--- src/psplat_pkg.sv ---
package psplat_pkg;

   // grid geometry and storage
   localparam int MAX_WIDTH    = 128;
   localparam int MAX_HEIGHT   = 128;
   localparam int DENSITY_BITS = 32;
   localparam int GRID_DEPTH   = MAX_WIDTH * MAX_HEIGHT;
   localparam int ADDR_W       = $clog2(GRID_DEPTH);
   localparam int COORD_W      = $clog2((MAX_WIDTH > MAX_HEIGHT) ? MAX_WIDTH : MAX_HEIGHT);
   localparam int DIM_W        = COORD_W + 1;
   localparam int ROW_W        = COORD_W + DIM_W;

   // field and register widths
   localparam int OPCODE_W   = 2;
   localparam int POS_W      = 24;
   localparam int IDX_W      = 14;
   localparam int DENS_OUT_W = 32;
   localparam int DIMCFG_W   = 8;
   localparam int CS_W       = 16;
   localparam int INV_W      = 24;
   localparam int CSR_IDX_W  = 2;
   localparam int CSR_DATA_W = 24;

   // fixed point of the coordinate path
   localparam int COORDV_W = POS_W + 1;
   localparam int PROD_W   = COORDV_W + INV_W;
   localparam int CELL_LSB = 25;
   localparam int CELL_W   = PROD_W - CELL_LSB;
   localparam int FRAC_W   = 8;
   localparam int FRAC_LSB = CELL_LSB - FRAC_W;
   localparam int SHARE_W  = FRAC_W + 1;
   localparam int WEIGHT_W = 2 * FRAC_W + 1;
   localparam logic [SHARE_W-1:0] ONE_SHARE = SHARE_W'(1 << FRAC_W);

   // splat sequencing
   localparam int CORNERS     = 4;
   localparam int CORNER_W    = $clog2(CORNERS);
   localparam int SETUP_LAST  = 3;

   // register reset values
   localparam logic [DIMCFG_W-1:0] GRID_WIDTH_RST  = DIMCFG_W'(64);
   localparam logic [DIMCFG_W-1:0] GRID_HEIGHT_RST = DIMCFG_W'(64);
   localparam logic [CS_W-1:0]     SPACING_RST     = CS_W'(256);
   localparam logic [INV_W-1:0]    INV_SPACING_RST = INV_W'(65536);

   typedef logic [DENSITY_BITS-1:0] density_type;

   typedef enum logic [OPCODE_W-1:0] {
      OP_SPLAT = 2'd0,
      OP_READ  = 2'd1,
      OP_CLEAR = 2'd2
   } opcode_type;

   typedef enum logic [CSR_IDX_W-1:0] {
      CSR_GRID_WIDTH  = 2'd0,
      CSR_GRID_HEIGHT = 2'd1,
      CSR_SPACING     = 2'd2,
      CSR_INV_SPACING = 2'd3
   } csr_type;

   typedef enum logic [2:0] {
      ST_IDLE,
      ST_SETUP,
      ST_SPLAT,
      ST_DRAIN,
      ST_READ,
      ST_CLEAR
   } state_type;

   typedef struct packed {
      logic [COORD_W-1:0] c0;
      logic [COORD_W-1:0] c1;
      logic [SHARE_W-1:0] share;
   } axis_type;

   typedef struct packed {
      logic               wr_en;
      logic [ADDR_W-1:0]  wr_addr;
      density_type        wr_data;
      logic               rd_en;
      logic [ADDR_W-1:0]  rd_addr;
   } ram_req_type;

   // grid dimension forced into 2..maxv
   function automatic logic [DIM_W-1:0] clamp_dim(input logic [DIMCFG_W-1:0] v,
                                                  input int maxv);
      logic [DIM_W-1:0] r;
      if (32'(v) < 32'd2) r = DIM_W'(2);
      else if (32'(v) > 32'(maxv)) r = DIM_W'(maxv);
      else r = DIM_W'(v);
      return r;
   endfunction

   // accumulator shown on the 32 bit density field, capped at all ones
   function automatic logic [DENS_OUT_W-1:0] cap_density(input density_type d);
      logic [63:0] wide;
      logic [DENS_OUT_W-1:0] r;
      wide = 64'(d);
      if (wide > 64'hFFFF_FFFF) r = '1;
      else r = wide[DENS_OUT_W-1:0];
      return r;
   endfunction

endpackage

--- src/psplat_axis.sv ---
module psplat_axis import psplat_pkg::*; (
   input  logic               clock,
   input  logic [POS_W-1:0]   pos,
   input  logic [CS_W-1:0]    spacing,
   input  logic [INV_W-1:0]   inv_spacing,
   input  logic [COORD_W-1:0] limit,
   output axis_type           axis
);

   logic [COORDV_W-1:0] two_pos;
   logic [COORDV_W-1:0] coord_in, coord_ff;
   logic [PROD_W-1:0]   prod_in, prod_ff;
   logic [CELL_W-1:0]   cell_num;
   axis_type            axis_in, axis_ff;

   // shift down by half a cell, clamped at zero
   always_comb begin
      two_pos = {pos, 1'b0};
      if (two_pos > COORDV_W'(spacing)) coord_in = two_pos - COORDV_W'(spacing);
      else coord_in = '0;
   end

   // scale to cell units
   assign prod_in = PROD_W'(coord_ff) * PROD_W'(inv_spacing);

   // base cell, far cell and share with clamping at the grid edge
   always_comb begin
      cell_num = prod_ff[PROD_W-1:CELL_LSB];
      if (cell_num > CELL_W'(limit)) begin
         axis_in.c0    = limit;
         axis_in.share = ONE_SHARE;
      end else begin
         axis_in.c0    = COORD_W'(cell_num);
         axis_in.share = {1'b0, prod_ff[FRAC_LSB +: FRAC_W]};
      end
      if (axis_in.c0 == limit) axis_in.c1 = limit;
      else axis_in.c1 = COORD_W'(axis_in.c0 + 1'b1);
   end

   always_ff @(posedge clock) begin
      coord_ff <= coord_in;
      prod_ff  <= prod_in;
      axis_ff  <= axis_in;
   end

   assign axis = axis_ff;

endmodule

--- config.mk ---
export PLATFORM = sky130hd
export DESIGN_NAME = psplat_axis
export DESIGN_NICKNAME = d
export VERILOG_FILES = /design/src/psplat_pkg.sv /design/src/psplat_axis.sv
export SDC_FILE = /design/constraint.sdc
export NUM_CORES = 2
export LEC_CHECK = 0
export BUFFER_PORTS_ARGS = -buffer_cell sky130_fd_sc_hd__buf_2
export CAP_MARGIN = 10
export CORE_ASPECT_RATIO = 1.2
export CORE_MARGIN = 2
export CORE_UTILIZATION = 41
export DETAILED_ROUTE_END_ITERATION = 7
export PLACE_DENSITY_LB_ADDON = 0.12
export SETUP_SLACK_MARGIN = 0.1
export SLEW_MARGIN = 20
export SYNTH_ARGS = -nofsm -noshare
export SYNTH_HDL_FRONTEND = slang
export SYNTH_SLANG_ARGS = --single-unit
--- constraint.sdc ---
create_clock -name clock -period 16.9 [get_ports clock]
set_input_delay 0.845 -clock clock [delete_from_list [all_inputs] [get_ports clock]]
set_output_delay 0.845 -clock clock [all_outputs]
set_load 0.02 [all_outputs]
==> impl_results.md <==
* Status: completed
* Post-CTS Setup Inserts at 0
* Clock transition at path regs at around 60 ps
* CP max stage cell: fa_1
* GR Overflow Total at 0
* CTS Buffer Depth at 2
* Primary FF master, synth: dfxtp_1
* Crit. End Element: flop
* Final Setup Violations at 0
* WP data required at between 15,000 and 20,000 ps
* Tcrit/Tclk final at 0.440
* Final net count at 3,288
* First-pass GRT wire length at 99,400 um
* CTS Buf Count at 9
* Cell variety after synth at between 60 and 70
* HP Class: flop to flop
* Synth Warn # at 0
* CP peak stage delay at around 570 ps
* CORE AREA at about 0.054 mm2
* CTS tree: built
* Gp weighted congestion at 0.846
* Post-synthesis sequential area ratio at 0.0714
* Die Span X at roughly 220 um
* Setup Total Neg Slack at 0 ps
* Worst-path maximum fanout at 25
* CP cell instances: buf_2 > nand2_1 > fa_1 > inv_1 > fa_1 > inv_1 > fa_1 > inv_1 > fa_1 > fa_1 > fa_1 > inv_1 > fa_1 > inv_1 > ha_1 > a21oi_1 > o21bai_1 > a21oi_1 > nand2_1 > a311o_1 > nand2_1 > o22ai_1 > or4_1 > o311ai_0
* Antenna Nets Post-Route at 0
* RSZ-0062 raised after global routing: false
* Fmax at ~130 MHz
* Final WL at slightly above 60,000 um
* Initial Utilization at 0.416
* Endpoints failing hold at 0
* Post-detail-place hpwl at slightly below 50,000 um
* Number of flops mapped to enable cells by yosys at 0
* Top Ports at 95
* Overall routing resource usage at 0.227
* Share of cells above drive strength 1 at 0.0615
* Buf/Inv on CP at 6
* Top-area cell type share of the netlist area at 0.450
* Leading post-synthesis cells by cell area: fa_1, ha_1, inv_1, and2_1, dfxtp_1
* FFs w/ async S/R, synth at 0
* Wire length per cell at about 19 um
* Max-Cap Viols at 0
* Row count at 93
* Die ar. at between 0.05 and 0.06 mm2
* 1st-pass router iterations at 5
* Clock Latency Late Sink at 340 ps
* Critical path's most frequent cell: fa_1
* Non-filler instance count after layout at between 3k and 4k
* Minimum clock period after layout at 7430 ps
* FF+latch area at ~0.0016 mm2
* Max_slew headroom at 0.338
* Tightest Pin Transition at between 900 and 1000 ps
* Post-synth top area cell: fa_1
* Seq cells post-synth at 80
* Syn_nets at 3,267
* Crit-path leading delay family: adder cells
* Synth Cell Area at 0.0224 mm2
* Hold Buf Count CTS at 0
* Via count at 16.5k
* Number of global-route vias before repair at approximately 18k
* Commonest cells in the netlist: inv_1, fa_1, nand2_1
* CTS Root Cell: clkbuf_16
* Iter 0 DRT Violations at 624
* Largest net degree at the start of global routing at 26
* Htree depth at 3
* Cells after Synth at between 2k and 2.5k
* Placed insts at 3,218
* Fill count at around 5.4k
* I/O Buffers at 94
* WS Path Type: input port to flop
* Final Slew Violations at 0
* Die height at ~260 um
* Clock Skews at 9.60 ps
* Worst EP arrival at ~7700 ps
* Synth-to-layout area growth at 6.47%
* Syn avg cell area at between 8 and 9 um2
* # DRC at 0
* Vias per inst at 5.09
* Post-CTS sizing at 0
* Initial antenna violation count at 5
* Clock sinks at 80
* Most common cell in the synthesized netlist: inv_1
* Startpoint types: input port
* Multi-input gate area at 0.0182 mm2
kinds of logic (layout without fill, tap and decap cells):
kind of cell,Yosys count,in the layout,share of synthesized area
compound gates,182,182,0.0536
xor+xnor,56,56,0.0219
fa+ha+maj,699,699,0.559
buf+inv,704,730,0.119
flops,80,80,0.0714
mux,5,5,0.00246
other cells,0,4,0
simple gates,770,770,0.173
cell usage in the layout (no fill, tap or decap), types with 25 or more instances in the layout:
| master | Yosys | final |
|---|---|---|
| xnor2_1 | 38 | 38 |
| buf_4 | 0 | 25 |
| nor2_1 | 37 | 37 |
| and2_1 | 311 | 311 |
| o21ai_0 | 34 | 34 |
| nand2_1 | 336 | 336 |
| dfxtp_1 | 80 | 79 |
| ha_1 | 195 | 195 |
| a21oi_1 | 59 | 59 |
| a21o_1 | 28 | 28 |
| fa_1 | 504 | 504 |
| buf_2 | 1 | 94 |
| inv_1 | 594 | 594 |
sequential cells by signal, summed over array words and instances (netlist names):
register	count
prod_ff	32
axis	23
coord_ff	25
worst register-to-register path, cell delays in order (launching register included):
cell	delay (ps)
dfxtp_2	740
nand2_1	200
fa_1	540
fa_1	570
inv_1	60
fa_1	500
fa_1	620
fa_1	450
fa_1	520
fa_1	440
ha_1	360
a21oi_1	170
o21ai_0	160
nor2b_1	140
nand4_1	150
a311o_1	400
nand2_1	160
o22ai_1	140
or4_1	430
o311ai_0	130
area by class of cell:
cell class | instances | area share
tap | 712 | 0.0373
clock buffer | 12 | 0.0107
antenna | 4 | 0.000419
timing repair buffer | 119 | 0.0276
clock inverter | 4 | 0.00215
sequential | 80 | 0.0672
multi-input combinational | 1712 | 0.761
inverter | 595 | 0.0936
per-stage QoR:
stage	worst slack [ps]	hold slack, ps	instance area, um2	utilization
3_3_place_gp	9370	425	23500	0.437
2_1_floorplan	9990	406	22400	-
5_1_grt	9170	458	23900	0.443
4_1_cts	9540	443	23900	0.443
6_report	9470	436	23900	0.443
3_5_place_dp	9190	417	23500	0.437
metal layers:
layer,GRT usage,vias up,part of all wire
met2,0.431,339,0.55
met4,0.0603,0,0.026
met5,0,-,0
li1,-,7390,-
met3,0.0177,105,0.030
met1,0.275,8639,0.40
worst paths after layout:
kind	from	slack [ps]	cells after the start	endpoint
min	prod_ff[20]	440	1	axis[3]
max reg2reg	coord_ff[11]	9890	19	prod_ff[47]
min reg2reg	prod_ff[20]	440	1	axis[3]
max	inv_spacing[3]	9470	24	prod_ff[47]
Power is not shown: default switching activity piles up to over one toggle a cycle in this logic, so the estimate is an artifact.
