$ cat src/psplat_pkg.sv
package psplat_pkg;

   // grid geometry and storage
   localparam int MAX_WIDTH    = 128;
   localparam int MAX_HEIGHT   = 128;
   localparam int DENSITY_BITS = 32;
   localparam int GRID_DEPTH   = MAX_WIDTH * MAX_HEIGHT;
   localparam int ADDR_W       = $clog2(GRID_DEPTH);
   localparam int COORD_W      = $clog2((MAX_WIDTH > MAX_HEIGHT) ? MAX_WIDTH : MAX_HEIGHT);
   localparam int DIM_W        = COORD_W + 1;
   localparam int ROW_W        = COORD_W + DIM_W;

   // field and register widths
   localparam int OPCODE_W   = 2;
   localparam int POS_W      = 24;
   localparam int IDX_W      = 14;
   localparam int DENS_OUT_W = 32;
   localparam int DIMCFG_W   = 8;
   localparam int CS_W       = 16;
   localparam int INV_W      = 24;
   localparam int CSR_IDX_W  = 2;
   localparam int CSR_DATA_W = 24;

   // fixed point of the coordinate path
   localparam int COORDV_W = POS_W + 1;
   localparam int PROD_W   = COORDV_W + INV_W;
   localparam int CELL_LSB = 25;
   localparam int CELL_W   = PROD_W - CELL_LSB;
   localparam int FRAC_W   = 8;
   localparam int FRAC_LSB = CELL_LSB - FRAC_W;
   localparam int SHARE_W  = FRAC_W + 1;
   localparam int WEIGHT_W = 2 * FRAC_W + 1;
   localparam logic [SHARE_W-1:0] ONE_SHARE = SHARE_W'(1 << FRAC_W);

   // splat sequencing
   localparam int CORNERS     = 4;
   localparam int CORNER_W    = $clog2(CORNERS);
   localparam int SETUP_LAST  = 3;

   // register reset values
   localparam logic [DIMCFG_W-1:0] GRID_WIDTH_RST  = DIMCFG_W'(64);
   localparam logic [DIMCFG_W-1:0] GRID_HEIGHT_RST = DIMCFG_W'(64);
   localparam logic [CS_W-1:0]     SPACING_RST     = CS_W'(256);
   localparam logic [INV_W-1:0]    INV_SPACING_RST = INV_W'(65536);

   typedef logic [DENSITY_BITS-1:0] density_type;

   typedef enum logic [OPCODE_W-1:0] {
      OP_SPLAT = 2'd0,
      OP_READ  = 2'd1,
      OP_CLEAR = 2'd2
   } opcode_type;

   typedef enum logic [CSR_IDX_W-1:0] {
      CSR_GRID_WIDTH  = 2'd0,
      CSR_GRID_HEIGHT = 2'd1,
      CSR_SPACING     = 2'd2,
      CSR_INV_SPACING = 2'd3
   } csr_type;

   typedef enum logic [2:0] {
      ST_IDLE,
      ST_SETUP,
      ST_SPLAT,
      ST_DRAIN,
      ST_READ,
      ST_CLEAR
   } state_type;

   typedef struct packed {
      logic [COORD_W-1:0] c0;
      logic [COORD_W-1:0] c1;
      logic [SHARE_W-1:0] share;
   } axis_type;

   typedef struct packed {
      logic               wr_en;
      logic [ADDR_W-1:0]  wr_addr;
      density_type        wr_data;
      logic               rd_en;
      logic [ADDR_W-1:0]  rd_addr;
   } ram_req_type;

   // grid dimension forced into 2..maxv
   function automatic logic [DIM_W-1:0] clamp_dim(input logic [DIMCFG_W-1:0] v,
                                                  input int maxv);
      logic [DIM_W-1:0] r;
      if (32'(v) < 32'd2) r = DIM_W'(2);
      else if (32'(v) > 32'(maxv)) r = DIM_W'(maxv);
      else r = DIM_W'(v);
      return r;
   endfunction

   // accumulator shown on the 32 bit density field, capped at all ones
   function automatic logic [DENS_OUT_W-1:0] cap_density(input density_type d);
      logic [63:0] wide;
      logic [DENS_OUT_W-1:0] r;
      wide = 64'(d);
      if (wide > 64'hFFFF_FFFF) r = '1;
      else r = wide[DENS_OUT_W-1:0];
      return r;
   endfunction

endpackage

$ cat src/psplat_ctrl.sv
module psplat_ctrl import psplat_pkg::*; (
   input  logic                  clock,
   input  logic                  reset,
   input  logic                  req_valid,
   output logic                  req_stall,
   input  logic [OPCODE_W-1:0]   req_opcode,
   input  logic [POS_W-1:0]      req_pos_x,
   input  logic [POS_W-1:0]      req_pos_y,
   input  logic [IDX_W-1:0]      req_cell_index,
   output logic                  rsp_valid,
   input  logic                  rsp_stall,
   output logic [DENS_OUT_W-1:0] rsp_density,
   output logic [IDX_W-1:0]      rsp_read_index,
   input  logic [DIM_W-1:0]      width_c,
   output logic [POS_W-1:0]      pos_x,
   output logic [POS_W-1:0]      pos_y,
   input  axis_type              axis_x,
   input  axis_type              axis_y,
   output ram_req_type           ram_req,
   input  density_type           ram_rd_data
);

   state_type state_ff, state_in;
   logic [ADDR_W-1:0] cnt_ff, cnt_in;
   logic [POS_W-1:0]  pos_x_ff, pos_x_in, pos_y_ff, pos_y_in;
   logic [IDX_W-1:0]  rd_index_ff, rd_index_in;
   logic              rd_zero_ff, rd_zero_in;
   logic [ADDR_W-1:0]   corner_addr_ff [CORNERS];
   logic [ADDR_W-1:0]   corner_addr_in [CORNERS];
   logic [WEIGHT_W-1:0] corner_w_ff [CORNERS];
   logic [WEIGHT_W-1:0] corner_w_in [CORNERS];
   logic                acc_pend_ff, acc_pend_in;
   logic [ADDR_W-1:0]   acc_addr_ff, acc_addr_in;
   logic [WEIGHT_W-1:0] acc_w_ff, acc_w_in;
   logic                fwd_valid_ff, fwd_valid_in;
   logic [ADDR_W-1:0]   fwd_addr_ff, fwd_addr_in;
   density_type         fwd_data_ff, fwd_data_in;
   logic                  rsp_valid_ff, rsp_valid_in;
   logic [DENS_OUT_W-1:0] rsp_density_ff, rsp_density_in;
   logic [IDX_W-1:0]      rsp_read_index_ff, rsp_read_index_in;

   logic                  req_accept;
   opcode_type            opcode;
   logic                  rsp_free;
   logic                  setup_done;
   logic [CORNER_W-1:0]   corner_sel;
   logic                  corner_last;
   logic                  clear_last;
   logic [SHARE_W-1:0]    rx, ry;
   logic [ROW_W-1:0]      row0, row1;
   density_type           acc_cur;
   logic [DENSITY_BITS:0] acc_sum;
   density_type           acc_new;
   logic                  rsp_load;

   assign req_stall  = (state_ff != ST_IDLE);
   assign req_accept = req_valid && !req_stall;
   assign opcode     = opcode_type'(req_opcode);
   assign rsp_free   = !rsp_valid_ff || !rsp_stall;
   assign setup_done = (cnt_ff == ADDR_W'(SETUP_LAST));
   assign corner_sel = cnt_ff[CORNER_W-1:0];
   assign corner_last = (corner_sel == CORNER_W'(CORNERS - 1));
   assign clear_last = (cnt_ff == ADDR_W'(GRID_DEPTH - 1));

   // next state
   always_comb begin
      state_in = state_ff;
      case (state_ff)
         ST_IDLE: begin
            if (req_accept) begin
               case (opcode)
                  OP_SPLAT: state_in = ST_SETUP;
                  OP_READ:  state_in = ST_READ;
                  OP_CLEAR: state_in = ST_CLEAR;
                  default:  state_in = ST_IDLE;
               endcase
            end
         end
         ST_SETUP: if (setup_done) state_in = ST_SPLAT;
         ST_SPLAT: if (corner_last) state_in = ST_DRAIN;
         ST_DRAIN: state_in = ST_IDLE;
         ST_READ:  if (rsp_free) state_in = ST_IDLE;
         ST_CLEAR: if (clear_last) state_in = ST_IDLE;
         default:  state_in = ST_IDLE;
      endcase
   end

   // corner weights and addresses from both axes
   always_comb begin
      rx   = ONE_SHARE - axis_x.share;
      ry   = ONE_SHARE - axis_y.share;
      row0 = ROW_W'(axis_y.c0) * ROW_W'(width_c);
      row1 = ROW_W'(axis_y.c1) * ROW_W'(width_c);
   end

   // read-modify-write with forwarding of the write just made
   always_comb begin
      if (fwd_valid_ff && (fwd_addr_ff == acc_addr_ff)) acc_cur = fwd_data_ff;
      else acc_cur = ram_rd_data;
      acc_sum = (DENSITY_BITS + 1)'(acc_cur) + (DENSITY_BITS + 1)'(acc_w_ff);
      if (acc_sum[DENSITY_BITS]) acc_new = '1;
      else acc_new = acc_sum[DENSITY_BITS-1:0];
   end

   // outputs and datapath control
   always_comb begin
      cnt_in      = '0;
      pos_x_in    = pos_x_ff;
      pos_y_in    = pos_y_ff;
      rd_index_in = rd_index_ff;
      rd_zero_in  = rd_zero_ff;
      for (int i = 0; i < CORNERS; i++) begin
         corner_addr_in[i] = corner_addr_ff[i];
         corner_w_in[i]    = corner_w_ff[i];
      end
      acc_pend_in  = 1'b0;
      acc_addr_in  = acc_addr_ff;
      acc_w_in     = acc_w_ff;
      fwd_valid_in = 1'b0;
      fwd_addr_in  = fwd_addr_ff;
      fwd_data_in  = fwd_data_ff;
      rsp_load     = 1'b0;
      ram_req.wr_en   = 1'b0;
      ram_req.wr_addr = acc_addr_ff;
      ram_req.wr_data = acc_new;
      ram_req.rd_en   = 1'b0;
      ram_req.rd_addr = ADDR_W'(req_cell_index);

      // request capture
      if (req_accept) begin
         pos_x_in    = req_pos_x;
         pos_y_in    = req_pos_y;
         rd_index_in = req_cell_index;
         rd_zero_in  = (32'(req_cell_index) >= 32'(GRID_DEPTH));
      end

      case (state_ff)
         ST_IDLE: begin
            if (req_accept && (opcode == OP_READ)) begin
               ram_req.rd_en = 1'b1;
            end
         end
         ST_SETUP: begin
            if (setup_done) begin
               corner_w_in[0] = WEIGHT_W'(rx) * WEIGHT_W'(ry);
               corner_w_in[1] = WEIGHT_W'(axis_x.share) * WEIGHT_W'(ry);
               corner_w_in[2] = WEIGHT_W'(axis_x.share) * WEIGHT_W'(axis_y.share);
               corner_w_in[3] = WEIGHT_W'(rx) * WEIGHT_W'(axis_y.share);
               corner_addr_in[0] = ADDR_W'(row0 + ROW_W'(axis_x.c0));
               corner_addr_in[1] = ADDR_W'(row0 + ROW_W'(axis_x.c1));
               corner_addr_in[2] = ADDR_W'(row1 + ROW_W'(axis_x.c1));
               corner_addr_in[3] = ADDR_W'(row1 + ROW_W'(axis_x.c0));
            end else begin
               cnt_in = cnt_ff + 1'b1;
            end
         end
         ST_SPLAT: begin
            cnt_in          = cnt_ff + 1'b1;
            ram_req.rd_en   = 1'b1;
            ram_req.rd_addr = corner_addr_ff[corner_sel];
            acc_pend_in     = 1'b1;
            acc_addr_in     = corner_addr_ff[corner_sel];
            acc_w_in        = corner_w_ff[corner_sel];
         end
         ST_READ: begin
            rsp_load = rsp_free;
         end
         ST_CLEAR: begin
            cnt_in          = cnt_ff + 1'b1;
            ram_req.wr_en   = 1'b1;
            ram_req.wr_addr = cnt_ff;
            ram_req.wr_data = '0;
         end
         default: begin
         end
      endcase

      // write-back of the corner read in the previous cycle
      if (acc_pend_ff) begin
         ram_req.wr_en   = 1'b1;
         ram_req.wr_addr = acc_addr_ff;
         ram_req.wr_data = acc_new;
         fwd_valid_in    = 1'b1;
         fwd_addr_in     = acc_addr_ff;
         fwd_data_in     = acc_new;
      end
   end

   // result register
   always_comb begin
      rsp_valid_in      = rsp_valid_ff && rsp_stall;
      rsp_density_in    = rsp_density_ff;
      rsp_read_index_in = rsp_read_index_ff;
      if (rsp_load) begin
         rsp_valid_in      = 1'b1;
         rsp_density_in    = rd_zero_ff ? '0 : cap_density(ram_rd_data);
         rsp_read_index_in = rd_index_ff;
      end
   end

   // control state
   always_ff @(posedge clock) begin
      if (reset) begin
         state_ff     <= ST_CLEAR;
         cnt_ff       <= '0;
         acc_pend_ff  <= 1'b0;
         fwd_valid_ff <= 1'b0;
         rsp_valid_ff <= 1'b0;
      end else begin
         state_ff     <= state_in;
         cnt_ff       <= cnt_in;
         acc_pend_ff  <= acc_pend_in;
         fwd_valid_ff <= fwd_valid_in;
         rsp_valid_ff <= rsp_valid_in;
      end
   end

   // payload
   always_ff @(posedge clock) begin
      pos_x_ff    <= pos_x_in;
      pos_y_ff    <= pos_y_in;
      rd_index_ff <= rd_index_in;
      rd_zero_ff  <= rd_zero_in;
      for (int i = 0; i < CORNERS; i++) begin
         corner_addr_ff[i] <= corner_addr_in[i];
         corner_w_ff[i]    <= corner_w_in[i];
      end
      acc_addr_ff       <= acc_addr_in;
      acc_w_ff          <= acc_w_in;
      fwd_addr_ff       <= fwd_addr_in;
      fwd_data_ff       <= fwd_data_in;
      rsp_density_ff    <= rsp_density_in;
      rsp_read_index_ff <= rsp_read_index_in;
   end

   assign pos_x          = pos_x_ff;
   assign pos_y          = pos_y_ff;
   assign rsp_valid      = rsp_valid_ff;
   assign rsp_density    = rsp_density_ff;
   assign rsp_read_index = rsp_read_index_ff;

endmodule

$ cat config.mk
export PLATFORM = sky130hd
export DESIGN_NAME = psplat_ctrl
export DESIGN_NICKNAME = d
export VERILOG_FILES = /design/src/psplat_pkg.sv /design/src/psplat_ctrl.sv
export SDC_FILE = /design/constraint.sdc
export NUM_CORES = 1
export LEC_CHECK = 0
export ABC_AREA = 1
export BUFFER_PORTS_ARGS = -buffer_cell sky130_fd_sc_hd__buf_2
export CORE_MARGIN = 5
export CORE_UTILIZATION = 50
export DETAILED_ROUTE_END_ITERATION = 8
export GPL_ROUTABILITY_DRIVEN = 0
export PLACE_DENSITY = 0.71
export SLEW_MARGIN = 20
export SYNTH_ARGS = -nofsm -noshare
export SYNTH_HDL_FRONTEND = slang
export SYNTH_SLANG_ARGS = --single-unit
$ cat constraint.sdc
create_clock -name clock -period 10.9 [get_ports clock]
set_input_delay 2.18 -clock clock [delete_from_list [all_inputs] [get_ports clock]]
set_output_delay 2.18 -clock clock [all_outputs]
set_load 0.01 [all_outputs]
==> metrics.md, run 1 <==
| Metric | Value |
|---|---|
| Top-area cell type share of the netlist area | 31.83% |
| CTS buffer count | 30 |
| Fmax | 130.6 MHz |
| CP Class | input pin to output pin |
| Hold-fix buffer count after cts | 0 |
| Setup bufs post-CTS | 0 |
| Critical path startpoint category | input pin |
| CTS tree | built |
| Critical Path AT | 5.48 ns |
| Final worst slack | 3.241 ns |
| Static Leakage | 16.54 nW |
| Reg clk slew, reported paths | 0.07 ns |
| Max-cap viol count | 0 |
| Worst-Margin Slew | 0.9629 ns |
| Post-Route WL | 71110 um |
| Synth top area cells | edfxtp_1 32%, fa_1 18%, ha_1 11% |
| Pre-CTS setup slack | 2.828 ns |
| Final Skew | 0.01805 ns |
| FP Rows | 88 |
| Detail Route Antenna Nets | 0 |
| Area grow syn2layout | 11.18% |
| Mean post-synth cell area | 8.870 sq um |
| Slew margin rel. | 35.74% |
| PnR Total Power | 6.638 mW |
| Synth Register Bits | 326 |
| Via count | 21730 |
| Die H | 250.3 um |
| Cells after Synth | 3254 |
| HP Class | flip-flop to flip-flop |
| Final Setup Violations | 0 |
| Die area | 0.06263 sq mm |
| Total DRC errors in the routed layout | 0 |
| Async SR Flop Fraction | 0% |
| Grt ovf | 0 |
| Sequential share of the synthesized area | 33.22% |
| Net Count, Synth | 3922 |
| Status | finished clean |
| Ys Warns | 0 |
| Iter 0 DRT Violations | 1652 |
| Final Max Tran Viols | 0 |
| Number of synthesized flops with an enable pin | 306 |
| Critical path capture point type | output pin |
| Commonest cells in the netlist | 702 x inv_1, 657 x nand2_1, 306 x edfxtp_1 |
| Via density | 5.049 |
| CP max FO | 30 |
| Cts repair resizes | 0 |
| Pre-antenna DRT Iters | 5 |
| First-pass GRT wire length | 114700 um |
| Cell accounting for the most synthesized area | edfxtp_1 |
| Die extent in x | 250.3 um |
| Core Area | 0.05748 sq mm |
| GRT Util Overall | 22.42% |
| WL/cell | 16.52 um |
| RSZ-0062 raised after global routing | false |
| Initial core utilization | 50.22% |
| Post-Syn Area | 0.02886 sq mm |
| Clock buffer depth | 3 |
| Final worst path period need | 7.659 ns |
| CTS root buf | clkbuf_16 |
| CTS sink cnt | 326 |
| Final nets | 4182 |
| Vias in the first global route | 21560 |
| # IOs | 312 |
| Hpwl dp | 57040 um |
| Worst Path Required | 8.72 ns |
| Largest net degree at the start of global routing | 64 |
| PD cells | 206.8 mW/mm^2 |
| Top-count cell post-synth | inv_1 |
| Predominant post-synthesis flop cell | edfxtp_1 |
| PortBufs | 311 |
| Tcrit/Tclk final | 70.26% |
| Worst skew pair latency | 0.57 ns |
| Highest ir drop seen on vdd | 0.0001587 V |
| Setup tns final | 0 ns |
| Final Hold Vio Count | 0 |
| H-Tree Depth | 1 |
| Initial antenna violation count | 2 |
| Cell variety after synth | 49 |
| Fraction of layout cells with a size suffix above 1 | 12.02% |
-- sequential cells by signal, indices dropped and copies added, names as in the netlist, 17 cells and up --
| name | count |
|---|---|
| corner_w_ff | 65 |
| corner_addr_ff | 56 |
| fwd_data_ff | 32 |
| rsp_density | 32 |
| pos_x | 24 |
| pos_y | 24 |
| acc_w_ff | 17 |
-- critical path, stage by stage --
cell and delay, ns:
buf_2 0.12, mux2i_1 0.08, inv_1 0.08, ha_1 0.20
inv_1 0.09, fa_1 0.39, o21ai_1 0.30, nand3_1 0.16
nand2_1 0.14, nand2_1 0.09, nand2_1 0.16, nand3_1 0.11
nand2_2 0.16, nand4_4 0.53, a31oi_1 0.48, buf_2 0.19
-- metal layers --
layer | vias up | track usage (%) | wire (um) | share of wire (%)
met5 | - | 0 | 0 | 0
met4 | 0 | 6.113 | 2069 | 2.9
met3 | 109 | 2.938 | 4387 | 6.2
met2 | 672 | 37.83 | 34280 | 48
met1 | 10280 | 30.77 | 30370 | 43
li1 | 10670 | - | - | -
-- final cells by class --
| class | count | area (sq um) |
|---|---|---|
| antenna | 2 | 5.005 |
| clock buffer | 34 | 765.7 |
| clock inverter | 21 | 231.5 |
| fill | 5229 | 25380 |
| inverter | 713 | 2678 |
| multi-input combinational | 2121 | 16220 |
| sequential | 326 | 9592 |
| tap | 765 | 957.2 |
| timing repair buffer | 322 | 1639 |
-- cell usage in the layout (no fill, tap or decap), types with 4 or more instances in the layout --
cell,n
edfxtp_1,306
nand2_1,657
a21oi_1,115
nand3_1,71
nor2_2,4
o21ai_1,7
nor3_1,21
o2111ai_1,4
or2_2,10
fa_1,257
a31oi_1,8
buf_2,311
inv_1,702
clkinv_1,11
nand4_1,17
xor2_1,90
nand3_2,17
bufinv_16,4
nand2_2,6
inv_2,4
clkinv_2,5
nor2_1,295
a21o_1,7
buf_4,11
clkbuf_1,4
o21bai_1,9
o21ai_0,126
nor4_1,4
ha_1,257
clkinvlp_4,4
dfxtp_1,18
nand3b_1,7
o22ai_1,30
mux2i_1,16
clkbuf_16,30
nor2_4,5
and2_1,5
xnor2_1,59
-- path summary, 6_finish.rpt --
| check | to | from | cells after the start | slack (ns) |
|---|---|---|---|---|
| max | ram_req[36] | ram_rd_data[0] | 16 | 3.24 |
| min | rsp_read_index[12]$_DFFE_PP_ | rd_index_ff[12]$_DFFE_PP_ | 0 | 0.42 |
| max reg2reg | fwd_data_ff[12]$_DFFE_PP_ | acc_addr_ff[10]$_DFFE_PP_ | 20 | 6.31 |
| min reg2reg | rsp_read_index[12]$_DFFE_PP_ | rd_index_ff[12]$_DFFE_PP_ | 0 | 0.42 |
-- report_power, final --
group          leakage [nW]  internal [mW]  switching (mW)  total (mW)
registers              2.93           1.71          0.0286        1.74
clock network         0.475          0.603           0.471        1.07
logic                  13.1           1.39            2.43        3.82
total                  16.5           3.70            2.93        6.64
-- per-stage QoR --
step	utilization, %	std cells	hold WS (ns)	instance area [sq um]
6_report	55.84	4304	0.4226	32090
5_1_grt	55.84	4304	0.4290	32090
4_1_cts	55.83	4302	0.4237	32090
3_5_place_dp	54.09	4247	0.4054	31090
3_3_place_gp	54.09	4247	0.4005	31090
2_1_floorplan	-	3254	0.4003	28860
-- cells by family (layout without fill, tap and decap cells) --
kind of cell	after synthesis	count (layout)	share of synthesized area (%)
buffers and inverters	807	1090	10.67
muxes	16	16	0.5548
and+or+nand+nor	1126	1126	16.13
other	0	2	0
DFF	326	326	33.22
AOI/OAI and AO/OA	316	316	5.943
xor gates and xnor gates	149	149	4.521
adders and majority gates	514	514	28.97
No activity file was read; power rests on OpenSTA's default activity.
==> run 2: changes to the inputs <==
--- a/config.mk
+++ b/config.mk
@@ -11,7 +11,7 @@
 export CORE_UTILIZATION = 50
 export DETAILED_ROUTE_END_ITERATION = 8
 export GPL_ROUTABILITY_DRIVEN = 0
-export PLACE_DENSITY = 0.71
+export PLACE_DENSITY = 0.73
 export SLEW_MARGIN = 20
 export SYNTH_ARGS = -nofsm -noshare
 export SYNTH_HDL_FRONTEND = slang
==> constraint.sdc (replaced) <==
create_clock -name clock -period 6.7 [get_ports clock]
set_input_delay 1.34 -clock clock [delete_from_list [all_inputs] [get_ports clock]]
set_output_delay 1.34 -clock clock [all_outputs]
set_load 0.01 [all_outputs]
==> metrics.md, run 2 (synthesis gave the netlist of run 1 again) <==
| Metric | Value |
|---|---|
| Status | finished clean |
| Static Leakage | 16.84 nW |
| Core Area | 0.05748 sq mm |
| Tcrit/Tclk final | 92.41% |
| Largest net degree at the start of global routing | 122 |
| CP cell instances | inv_1, nand2_1, nand2_1, nor2_1, nand2_1, nor2_4, nand2_4, mux2i_1, inv_1, ha_1, inv_1, fa_1, o21ai_1, nand3_1, nand2_1, nand2_1, nand2_1, nand3_1, nand2_2, nand4_4, nand3_2, nand2_1, inv_1, buf_2 |
| Total DRC errors in the routed layout | 0 |
| Most flops, register | corner_w_ff |
| Critical Path AT | 4.85 ns |
| Hold-fix buffer count after cts | 0 |
| CP Class | flip-flop to output pin |
| Die H | 250.3 um |
| Hpwl dp | 57160 um |
| Final core occ | 56.68% |
| Worst r2r path cells | 24 |
| Critical path capture point type | output pin |
| Final Skew | 0.02310 ns |
| Fmax | 161.5 MHz |
| Placed inst area | 0.03154 sq mm |
| Commonest cells after routing, fill and taps aside | 702 x inv_1, 657 x nand2_1, 311 x buf_2, 306 x edfxtp_1, 295 x nor2_1 |
| Max incr delay on CP | 0.42 ns |
| Final Setup Violations | 0 |
| RSZ-0062 raised after global routing | false |
| Via count | 22090 |
| Via density | 5.059 |
| WL/cell | 16.23 um |
| Die area | 0.06263 sq mm |
| FP Rows | 88 |
| Final nets | 4242 |
| First-pass GRT wire length | 113900 um |
| Highest ir drop seen on vdd | 0.0002149 V |
| Iter 0 DRT Violations | 1479 |
| Slew margin rel. | 32.35% |
| Fin cells | 4366 |
| Setup tns final | 0 ns |
| Worst reg2reg path startpoint | acc_addr_ff[11]$_DFFE_PP_ |
| Final Hold Vio Count | 0 |
| Vias in the first global route | 21950 |
| Reg2reg end | fwd_data_ff[22]$_DFFE_PP_ |
| Grt ovf | 0 |
| Post-Route WL | 70850 um |
| PortBufs | 311 |
| CTS tree | built |
| Pre-antenna DRT Iters | 5 |
| WHS Endpoint | rsp_read_index[13]$_DFFE_PP_ |
| CP most frequent cell | nand2_1 |
| Hold path startpoint | rd_index_ff[13]$_DFFE_PP_ |
| Fillers | 5128 |
| Commonest non-fill, non-tap cell in the layout | inv_1 |
| CTS root buf | clkbuf_16 |
| CTS buffer count | 31 |
| Fin area | 0.03258 sq mm |
| Fraction of layout cells with a size suffix above 1 | 13.32% |
| Final worst path period need | 6.192 ns |
| # IOs | 312 |
| Max FFs per register | 65 |
| Inst Count DP | 4304 |
| Worst skew pair latency | 0.59 ns |
| Top flop regs | corner_w_ff: 65 flops, corner_addr_ff: 56 flops |
| GRT Util Overall | 22.18% |
| Initial antenna violation count | 5 |
| Worst-Margin Slew | 1.014 ns |
| Initial core utilization | 50.22% |
| HP Class | flip-flop to flip-flop |
| Reg clk slew, reported paths | 0.06 ns |
| Area grow syn2layout | 12.86% |
| Max-cap viol count | 0 |
| CP max FO | 28 |
| PD cells | 330.0 mW/mm^2 |
| Clock buffer depth | 3 |
| Detail Route Antenna Nets | 0 |
| Worst Path Required | 5.36 ns |
| H-Tree Depth | 1 |
| Setup slack, reg-to-reg | 2.50 ns |
| WHS Path Cells | 0 |
| Slowest cell on the critical path | edfxtp_1 |
| Final Max Tran Viols | 0 |
| CTS sink cnt | 326 |
| Critical path startpoint category | flip-flop |
| Die extent in x | 250.3 um |
run 2: cell types whose count changed in the layout (fill, tap and decap cells not counted), moves of 2 or more:
cell and delta:
buf_12 +2, buf_4 +56, clkbuf_1 +3, clkinv_1 +3, clkinv_2 -3, clkinvlp_4 -2
diode_2 +2
run 2: stage by stage:
step / power [mW] / worst slack [ns] / hold slack [ns]
after global placement: 8.896 / 0.1725 / 0.4016
after CTS: 10.79 / 0.1201 / 0.4209
after global routing: 11.75 / 0.01500 / 0.4296
final: 10.75 / 0.5084 / 0.4198
after floorplan: 7.285 / 0.1500 / 0.4003
after detailed placement: 9.016 / 0.08101 / 0.4056
run 2: worst max-delay path: cells and delay by family (launching register included):
| kind | cells | cell delay, ns |
|---|---|---|
| AO/OA/AOI/OAI | 1 | 0.28 |
| adder cells (fa/ha/maj) | 2 | 0.60 |
| buffers and inverters | 5 | 0.48 |
| flip-flops | 1 | 0.42 |
| multiplexers | 1 | 0.19 |
| AND/OR/NAND/NOR | 15 | 2.31 |
run 2: report_power, final:
group | switching, mW | internal (mW)
Sequential | 0.0432 | 2.79
Clock | 0.768 | 0.969
Combinational | 3.88 | 2.30
run 2: area by class of cell:
type | instances | area [sq um] | share of cell area [%]
sequential | 326 | 9592 | 29.44
multi-input combinational | 2122 | 16250 | 49.89
clock buffer | 38 | 802.0 | 2.462
clock inverter | 18 | 186.4 | 0.5723
inverter | 713 | 2678 | 8.219
tap | 765 | 957.2 | 2.938
antenna | 4 | 10.01 | 0.03073
timing repair buffer | 380 | 2100 | 6.445
run 2: layer usage:
metal	track usage [%]	vias to the layer above	wire length, um
met5	0	-	13
met2	37.77	712	34460
met3	2.938	132	4513
li1	-	10800	-
met4	6.877	2	2230
met1	29.75	10450	29630
run 2: how the worst max path moves through the flow:
stage                                   end                 startpoint  depth (start not counted)
3_3_place_gp   corner_w_ff[0][16]$_DFFE_PP_                  axis_y[1]                         28
5_1_grt                         ram_req[22]  acc_addr_ff[11]$_DFFE_PP_                         24
6_report                        ram_req[44]  acc_addr_ff[11]$_DFFE_PP_                         24
2_1_floorplan  corner_w_ff[0][16]$_DFFE_PP_                  axis_y[0]                         28
3_5_place_dp   corner_w_ff[0][16]$_DFFE_PP_                  axis_y[1]                         28
4_1_cts                         ram_req[19]  acc_addr_ff[11]$_DFFE_PP_                         24
run 2: repair_timing:
item / 4_1_cts / 5_1_grt
buffers inserted: 0 / 1
endpoints found under the hold margin: 0 / 0
gates resized for setup: 0 / 2
endpoints found under the setup margin: 0 / 28
==> run 3: changes to the inputs <==
--- a/config.mk
+++ b/config.mk
@@ -8,10 +8,10 @@
 export ABC_AREA = 1
 export BUFFER_PORTS_ARGS = -buffer_cell sky130_fd_sc_hd__buf_2
 export CORE_MARGIN = 5
-export CORE_UTILIZATION = 50
+export CORE_UTILIZATION = 55
 export DETAILED_ROUTE_END_ITERATION = 8
 export GPL_ROUTABILITY_DRIVEN = 0
-export PLACE_DENSITY = 0.73
+export PLACE_DENSITY = 0.79
 export SLEW_MARGIN = 20
 export SYNTH_ARGS = -nofsm -noshare
 export SYNTH_HDL_FRONTEND = slang
==> metrics.md, run 3 (synthesis gave the netlist of run 1 again) <==
| Metric | Value |
|---|---|
| Die area | 0.05716 sq mm |
| Max FFs per register | 65 |
| CP max FO | 22 |
| Die extent in x | 239.1 um |
| Iter 0 DRT Violations | 1818 |
| Fmax | 157.3 MHz |
| Sequential Power Share | 26.1% |
| Hpwl dp | 56480 um |
| H-Tree Depth | 1 |
| Post-Route WL | 70830 um |
| WHS Endpoint | rsp_read_index[7]$_DFFE_PP_ |
| Highest ir drop seen on vdd | 0.0002252 V |
| Fraction of layout cells with a size suffix above 1 | 13.41% |
| Top flop regs | corner_w_ff: 65 flops, corner_addr_ff: 56 flops |
| Largest net degree at the start of global routing | 122 |
| Initial core utilization | 55.26% |
| Via density | 5.248 |
| Internal power | 6.117 mW |
| CTS sink cnt | 326 |
| GRT Util Overall | 24.30% |
| Final Max Tran Viols | 0 |
| Detail Route Antenna Nets | 0 |
| Fin area | 0.03247 sq mm |
| Worst reg2reg path startpoint | acc_addr_ff[11]$_DFFE_PP_ |
| FP Rows | 84 |
| Via count | 22480 |
| Total DRC errors in the routed layout | 0 |
| Static Leakage | 16.83 nW |
| PortBufs | 311 |
| First-pass GRT wire length | 113300 um |
| Cts repair resizes | 0 |
| Setup slack, reg-to-reg | 2.33 ns |
| Die H | 239.1 um |
| Final nets | 4239 |
| Final worst path period need | 6.357 ns |
| Worst r2r path cells | 19 |
| PD cells | 335.3 mW/mm^2 |
| Worst skew pair latency | 0.57 ns |
| Max-cap viol count | 0 |
| Core Area | 0.05224 sq mm |
| CTS root buf | clkbuf_16 |
| Reg2reg end | fwd_data_ff[29]$_DFFE_PP_ |
| WHS Path Cells | 0 |
| Pre-CTS setup slack | 0.04376 ns |
| Clock power frac | 16.1% |
| Initial antenna violation count | 4 |
| Switch Pwr | 4.769 mW |
| Worst-Margin Slew | 0.9654 ns |
| HP Class | flip-flop to flip-flop |
| Final core occ | 62.15% |
| Tcrit/Tclk final | 94.88% |
| CP Class | flip-flop to output pin |
| Final worst slack | 0.3433 ns |
| Final Setup Violations | 0 |
| Critical Path AT | 5.02 ns |
| Critical path startpoint category | flip-flop |
| Status | finished clean |
| Final Hold Vio Count | 0 |
| Worst Path Required | 5.36 ns |
| CTS tree | built |
| Slew margin rel. | 34.82% |
| Commonest cells after routing, fill and taps aside | 702 x inv_1, 657 x nand2_1, 311 x buf_2, 306 x edfxtp_1, 295 x nor2_1 |
| Clock buffer depth | 3 |
| Vias in the first global route | 22180 |
| Comb pwr share | 57.8% |
| Hold path startpoint | rd_index_ff[7]$_DFFE_PP_ |
| Setup tns final | 0 ns |
| Most flops, register | corner_w_ff |
| Sw frac | 43.81% |
| Commonest non-fill, non-tap cell in the layout | inv_1 |
| Placed inst area | 0.03139 sq mm |
| Final Skew | 0.01952 ns |
| RSZ-0062 raised after global routing | false |
| Grt ovf | 0 |
| Reg clk slew, reported paths | 0.07 ns |
| CTS buffer count | 30 |
| Critical path capture point type | output pin |
| WL/cell | 16.53 um |
| PnR Total Power | 10.89 mW |
| # IOs | 312 |
| Area grow syn2layout | 12.48% |
| Pre-antenna DRT Iters | 6 |
==> run 3: changes by cell type in the layout (fill, tap and decap cells not counted), moves of 2 or more <==
cell / before / now
clkbuf_1: 7 / 5
clkbuf_8: 0 / 5
clkinv_1: 14 / 9
clkinv_2: 2 / 4
clkinv_4: 3 / 1
inv_6: 0 / 2
==> run 3: critical path, stage by stage, from the launching register on <==
cell      delay [ns]
edfxtp_1        0.38
inv_1           0.09
nand2_1         0.06
nand2_1         0.04
nor2_1          0.16
nand2_1         0.12
nor2_4          0.28
nand2_4         0.28
mux2i_1         0.25
inv_1           0.10
ha_1            0.36
nand2_1         0.11
nor2_1          0.19
nand2_1         0.07
o311ai_0        0.83
nand3_1         0.32
inv_1           0.21
nand2_1         0.09
a31oi_1         0.27
buf_2           0.19
==> run 3: area by class of cell <==
cell class / count / area [sq um]
flip-flops and latches: 326 / 9592
clock buffers: 40 / 838.3
clock inverters: 14 / 180.2
diodes: 3 / 7.507
inverters: 713 / 2678
multi-input cells: 2121 / 16230
fillers: 4285 / 19770
well taps: 688 / 860.8
repair buffers: 379 / 2079
==> run 3: power by group through the flow <==
stage          combinational (mW)  sequential (mW)  clock (mW)
6_report                     6.30             2.84        1.75
4_1_cts                      6.26             2.84        1.78
2_1_floorplan                4.34             2.95           0
3_5_place_dp                 6.21             2.88           0
3_3_place_gp                 6.04             2.87           0
5_1_grt                      7.10             2.85        1.87
==> run 3: per-stage QoR <==
| step | cells | hold slack (ns) |
|---|---|---|
| finish | 4284 | 0.4155 |
| floorplan | 3254 | 0.4003 |
| CTS | 4274 | 0.4111 |
| detailed placement | 4220 | 0.4045 |
| global route | 4283 | 0.4290 |
| global placement | 4220 | 0.4015 |
==> run 3: how the worst max path moves through the flow <==
stage                         startpoint                            to  slack, ns  cells after the start
2_1_floorplan                  axis_y[0]  corner_w_ff[0][16]$_DFFE_PP_       0.15                     28
3_3_place_gp                   axis_y[0]  corner_w_ff[0][16]$_DFFE_PP_       0.17                     28
3_5_place_dp                   axis_y[0]  corner_w_ff[0][16]$_DFFE_PP_       0.04                     28
4_1_cts        acc_addr_ff[11]$_DFFE_PP_                   ram_req[17]       0.22                     25
5_1_grt                        axis_y[0]  corner_w_ff[0][16]$_DFFE_PP_       0.09                     28
6_report       acc_addr_ff[11]$_DFFE_PP_                   ram_req[36]       0.34                     19
==> run 3: repair_timing <==
action	in CTS	in global routing
setup endpoints to repair	0	15
hold buffers	0	0
buffers inserted	0	7
==> run 3: metal layers <==
metal / track usage (%) / wire length, um / up-vias
met3: 2.734 / 5224 / 144
met5: 0 / 7 / -
met4: 7.989 / 2492 / 2
li1: - / - / 10790
met2: 40.52 / 33810 / 859
met1: 33.54 / 29290 / 10690
